### config.mk
export PLATFORM = sky130hd
export DESIGN_NAME = hs3d_ctrl
export DESIGN_NICKNAME = d
export VERILOG_FILES = /design/src/rtl/hs3d_pkg.sv /design/src/rtl/hs3d_ctrl.sv
export SDC_FILE = /design/constraint.sdc
export NUM_CORES = 1
export LEC_CHECK = 0
export BUFFER_PORTS_ARGS = -buffer_cell sky130_fd_sc_hd__buf_2
export CORE_MARGIN = 4
export CORE_UTILIZATION = 45
export CTS_BUF_LIST = sky130_fd_sc_hd__clkbuf_8
export DETAILED_ROUTE_END_ITERATION = 7
export GPL_TIMING_DRIVEN = 0
export PLACE_DENSITY_LB_ADDON = 0.2
export SYNTH_ARGS = -nofsm -noshare
export SYNTH_HDL_FRONTEND = slang
export SYNTH_SLANG_ARGS = --single-unit
export TNS_END_PERCENT = 30
### constraint.sdc
create_clock -name clk -period 3.7 [get_ports clk]
set_input_delay 0.74 -clock clk [delete_from_list [all_inputs] [get_ports clk]]
set_output_delay 0.74 -clock clk [all_outputs]
set_load 0.1 [all_outputs]
### src/rtl/hs3d_pkg.sv
// Shared types and constants for the 3D heat stencil core.
// Used by every module of the block except hs3d_ram; depends on nothing.
package hs3d_pkg;

  localparam int MAX_EDGE  = 32;
  localparam int EDGE_BITS = $clog2(MAX_EDGE);
  localparam int DIM_BITS  = 6;
  localparam int ADDR_BITS = 3 * EDGE_BITS;
  localparam int CELLS     = MAX_EDGE * MAX_EDGE * MAX_EDGE;
  localparam int TEMP_BITS = 24;
  localparam int FRAC_BITS = 15;
  localparam int SUM_BITS  = TEMP_BITS + 3;
  localparam int STEP_BITS = 16;
  localparam int COEF      = ((1 << FRAC_BITS) + 5) / 10;
  localparam int COEF_BITS = FRAC_BITS - 2;
  localparam int TAPS      = 7;
  localparam int TAP_BITS  = 3;
  localparam int CFG_IDX_BITS = 3;

  typedef enum logic [CFG_IDX_BITS-1:0] {
    REG_HEIGHT  = 3'd0,
    REG_WIDTH   = 3'd1,
    REG_DEPTH   = 3'd2,
    REG_SRC_ROW = 3'd3,
    REG_SRC_COL = 3'd4,
    REG_SRC_LAY = 3'd5,
    REG_AMBIENT = 3'd6,
    REG_SOURCE  = 3'd7
  } cfg_reg_t;

  localparam logic CMD_RUN  = 1'b0;
  localparam logic CMD_READ = 1'b1;
  localparam logic ANS_DONE = 1'b0;
  localparam logic ANS_CELL = 1'b1;

  typedef struct packed {
    logic                 cmd;
    logic [STEP_BITS-1:0] step_count;
    logic [4:0]           cell_row;
    logic [4:0]           cell_col;
    logic [4:0]           cell_layer;
  } in_t;

  typedef struct packed {
    logic                 answer_kind;
    logic [TEMP_BITS-1:0] temperature;
  } out_t;

  // controller to datapath
  typedef struct packed {
    logic                capture;
    logic                clr_pos;
    logic                adv_pos;
    logic                init_we;
    logic                gather;
    logic [TAP_BITS-1:0] tap;
    logic                calc_diff;
    logic                calc_scale;
    logic                step_we;
    logic                flip;
    logic                rd_cell;
  } dp_cmd_t;

  // datapath to controller
  typedef struct packed {
    logic                 last_cell;
    logic [TEMP_BITS-1:0] read_value;
  } dp_stat_t;

endpackage

### src/rtl/hs3d_ctrl.sv
// Controller: sequences initialisation, stencil sweeps and cell reads,
// and holds the result register. Depends on hs3d_pkg.
module hs3d_ctrl (
  input  logic                clk,
  input  logic                rst,
  input  logic                in_valid,
  output logic                in_ready,
  input  hs3d_pkg::in_t       in_item,
  output logic                out_valid,
  input  logic                out_ready,
  output hs3d_pkg::out_t      out_item,
  output hs3d_pkg::dp_cmd_t   cmd,
  input  hs3d_pkg::dp_stat_t  stat
);

  typedef enum logic [3:0] {
    IDLE, INIT, GATHER, DIFF, SCALE, WRITE, RD_ISSUE, RD_WAIT, FINISH
  } state_t;

  state_t                         state;
  logic                           is_read;
  logic [hs3d_pkg::STEP_BITS-1:0] steps_left;
  logic [hs3d_pkg::TAP_BITS-1:0]  tap;
  logic                           out_free;

  assign in_ready = (state == IDLE);
  assign out_free = !out_valid || out_ready;

  always_comb begin
    cmd            = '0;
    cmd.tap        = tap;
    cmd.capture    = (state == IDLE) && in_valid;
    cmd.clr_pos    = (state == IDLE)
                  || ((state == INIT) && stat.last_cell)
                  || ((state == WRITE) && stat.last_cell);
    cmd.init_we    = (state == INIT);
    cmd.adv_pos    = ((state == INIT) || (state == WRITE)) && !stat.last_cell;
    cmd.gather     = (state == GATHER);
    cmd.calc_diff  = (state == DIFF);
    cmd.calc_scale = (state == SCALE);
    cmd.step_we    = (state == WRITE);
    cmd.flip       = (state == WRITE) && stat.last_cell;
    cmd.rd_cell    = (state == RD_ISSUE) || (state == RD_WAIT)
                  || ((state == FINISH) && is_read);
  end

  always_ff @(posedge clk) begin
    if (rst) begin
      state     <= IDLE;
      out_valid <= 1'b0;
      is_read   <= 1'b0;
      tap       <= '0;
    end else begin
      if (out_valid && out_ready) begin
        out_valid <= 1'b0;
      end
      case (state)
        IDLE: begin
          tap <= '0;
          if (in_valid) begin
            is_read    <= (in_item.cmd == hs3d_pkg::CMD_READ);
            steps_left <= in_item.step_count;
            state      <= (in_item.cmd == hs3d_pkg::CMD_READ) ? RD_ISSUE : INIT;
          end
        end
        INIT: begin
          if (stat.last_cell) begin
            tap   <= '0;
            state <= (steps_left == '0) ? FINISH : GATHER;
          end
        end
        GATHER: begin
          if (tap == hs3d_pkg::TAP_BITS'(hs3d_pkg::TAPS)) begin
            state <= DIFF;
          end else begin
            tap <= tap + hs3d_pkg::TAP_BITS'(1);
          end
        end
        DIFF:  state <= SCALE;
        SCALE: state <= WRITE;
        WRITE: begin
          tap <= '0;
          if (stat.last_cell) begin
            steps_left <= steps_left - hs3d_pkg::STEP_BITS'(1);
            state <= (steps_left == hs3d_pkg::STEP_BITS'(1)) ? FINISH : GATHER;
          end else begin
            state <= GATHER;
          end
        end
        RD_ISSUE: state <= RD_WAIT;
        RD_WAIT:  state <= FINISH;
        FINISH: begin
          // hold until the result slot is free
          if (out_free) begin
            out_valid            <= 1'b1;
            out_item.answer_kind <= is_read ? hs3d_pkg::ANS_CELL : hs3d_pkg::ANS_DONE;
            out_item.temperature <= is_read ? stat.read_value : '0;
            state                <= IDLE;
          end
        end
        default: state <= IDLE;
      endcase
    end
  end

  a_busy_after_accept: assert property (@(posedge clk) disable iff (rst)
    (in_valid && in_ready) |=> !in_ready)
    else $error("accepted a new item while busy");

  a_flip_with_steps: assert property (@(posedge clk) disable iff (rst)
    cmd.flip |-> (steps_left != '0))
    else $error("buffer flip with no step outstanding");

  a_result_from_finish: assert property (@(posedge clk) disable iff (rst)
    $rose(out_valid) |-> ($past(state) == FINISH))
    else $error("result raised outside the finish state");

  a_no_overwrite: assert property (@(posedge clk) disable iff (rst)
    (out_valid && !out_ready) |=> out_valid)
    else $error("pending result dropped");

endmodule

==> metrics <==
skew final approximately 0.0070 ns; number of distinct library cells after synthesis 42; WP data arrival ~2.3 ns; Worst Max-Slew Pin Slew approximately 0.72 ns; 1st-pass router iterations 4; Core ar. around 0.0052 mm^2; H-tree levels 2; register area share after synthesis about 57%; Inserted Clock Buffers 5; Final setup viols 0; most frequent cells after synthesis 41 x edfxtp_1, 25 x and2_1, 17 x nand2_1, 16 x o21ai_0, 14 x nor2_1; synthesis-to-layout area growth 26.2%; Synth Flop Type edfxtp_1; routed vias/inst just over 5; CTS Root Cell clkbuf_8; cell count after synthesis around 230; Pwr Density approximately 630 mW/mm^2; wire per inst about 13 um; drt total wl roughly 5300 um; io pins roughly 100; fin. max-slew vios 0; multi-input combinational cell area about 1000 um^2; design area approximately 0.0031 mm^2; clock transition at the registers of the reported paths 0.08 ns; Yosys top cell area share 49.6%; routed vias around 2000; CP max FO 9; part of the power in the clock network around a fifth; DP HPWL approximately 3900 um; DP Area between 0.003 and 0.004 mm^2; worst skew pair latency around 0.30 ns; Post-CTS Resized 0; synth warn 0; initial antenna violation count 0; Max Fclk between 0.3 and 0.4 GHz; GPL Wtd Cong about 0.91; worst min-delay path category reg2reg; register area ~0.0014 mm^2; setup TNS 0 ns; share of layout cells above drive strength 1 a little under a third; Buffers & Inverters on Critical Path 3; vias in the first global route roughly 1800; clock sink count 50; Residual DRC 0; status complete, no violations; synth top area cells edfxtp_1 50%, dfxtp_1 7.3%, and2_1 6.3%; pin count of the biggest net entering global routing 17; syn_area_per_cell around 11 um^2; Yosys top cell by area edfxtp_1; Largest stage delay, worst path around 0.53 ns; first-pass GRT wire length 7950 um; WHS 0.536 ns; CP startpoint kind flop; Seq pwr share a little under two fifths; Total GRT Usage between 10% and 20%; cts hold-fix bufs 0; Net Count, Synth around 300; Critical Path RT a little under 3 ns; # diodes 0; ANT nets after route 0; Final period util about four fifths; die area 0.00677 mm^2; CP max-delay cell or4_1; number of flops mapped to enable cells by yosys between 40 and 50; die height between 80 and 90 um; crit-path leading delay family buffers and inverters; Filler cells 479; switching share of power 44.2%; clk buf depth 2; cells along the critical path clkbuf_1, inv_1, or4_1, o21ai_0, buf_2; CP Class reg2out; total gr overflow 0; maximum VDD drop approximately 430 uV; drt initial violations 34; NetSw between 0.0008 and 0.0009 W; die width about 80 um; Max-Cap Viols 0; Rel. slew slack 51.7%; Comb pwr share between 40% and 50%; Final Critical Period approximately 3 ns; top-count cell post-synth edfxtp_1; Fin. Hold Viols 0; Final #Nets around 390; TritonCTS clock tree done; Critical Path End Type output port; initial core utilization 47.4%; Core Rows 26; internal power ~0.0011 W; Mapped Area 0.00248 mm^2; RSZ-0062 raised after global routing no; number of port buffers between 80 and 90; P_leak approximately 1.3 nW; Yosys reg bits 50; number of buffers added for setup after CTS 0; FFs w/ async S/R, synth 0%
-- final timing paths --
path / start / end / slack [ns] / cells after the start
setup / recovery: state[3] / cmd[0] / 0.67 / 5
hold / removal: tap[1] / tap[1] / 0.54 / 2
setup reg to reg: state[3] / steps_left[2] / 1.32 / 6
hold reg to reg: tap[1] / tap[1] / 0.54 / 2
-- sequential cells by signal (all words and copies together) (netlist names) --
name,count
steps_left,16
state,4
out_item,25
is_read,1
out_valid,1
tap,3
-- layer usage --
metal	share of wire (%)	global-route usage, %	routed length, um
met5	0	0	0
met4	0.91	4.49	48
met3	9.4	4.56	496
met2	45	25.8	2380
met1	44	19.3	2340
-- cells in the final DEF (no fill, tap or decap), types with 4 or more instances in the layout --
master    synthesis  final
inv_1             8      9
dfxtp_1           9      9
nand2_1          17     17
xnor2_1           9      9
clkbuf_1         13     13
or4_1             7      7
buf_2             1     85
nor2_1           14     13
and2_1           25     25
nand2b_1          8      8
o21ai_0          16     16
ha_1              4      4
nor4_1            6      5
edfxtp_1         41     41
clkbuf_8          0      5
nor3_1            6      6
-- logic make-up after synthesis --
group,share of synthesized area (%)
compound gates,9.93
xor+xnor,3.53
fa+ha+maj,2.02
buf+inv,3.53
flops,56.9
mux,0.807
simple gates,23.3
-- power groups by stage --
stage	sequential (W)	clock (W)	combinational (W)
floorplan	0.000762	0	0.000683
global placement	0.000748	0	0.000850
detailed placement	0.000750	0	0.000858
CTS	0.000738	0.000385	0.000862
global route	0.000748	0.000413	0.000922
finish	0.000739	0.000376	0.000856
-- cell type report --
cell class,instances,share of cell area [%]
Buffer,14,1.72
Clock buffer,5,2.20
Clock inverter,3,1.32
Inverter,9,1.08
Multi-Input combinational cell,155,31.9
Sequential cell,50,45.1
Tap cell,70,2.80
Timing Repair Buffer,85,13.9
-- stage by stage --
| step | setup WS [ns] | power, W | util [%] | instances |
|---|---|---|---|---|
| finish | 0.667 | 0.00197 | 59.8 | 391 |
| global route | 0.517 | 0.00208 | 59.8 | 391 |
| CTS | 0.647 | 0.00198 | 59.8 | 391 |
| detailed placement | 1.00 | 0.00161 | 57.7 | 383 |
| global placement | 0.504 | 0.00160 | 57.4 | 382 |
| floorplan | -0.339 | 0.00144 | - | 228 |
-- tightest hold or removal path, stage by stage, from the launching register on --
cell and delay, ns:
dfxtp_1 0.35, a22oi_1 0.07, nor2_1 0.08
(Power assumes the default switching activity.)
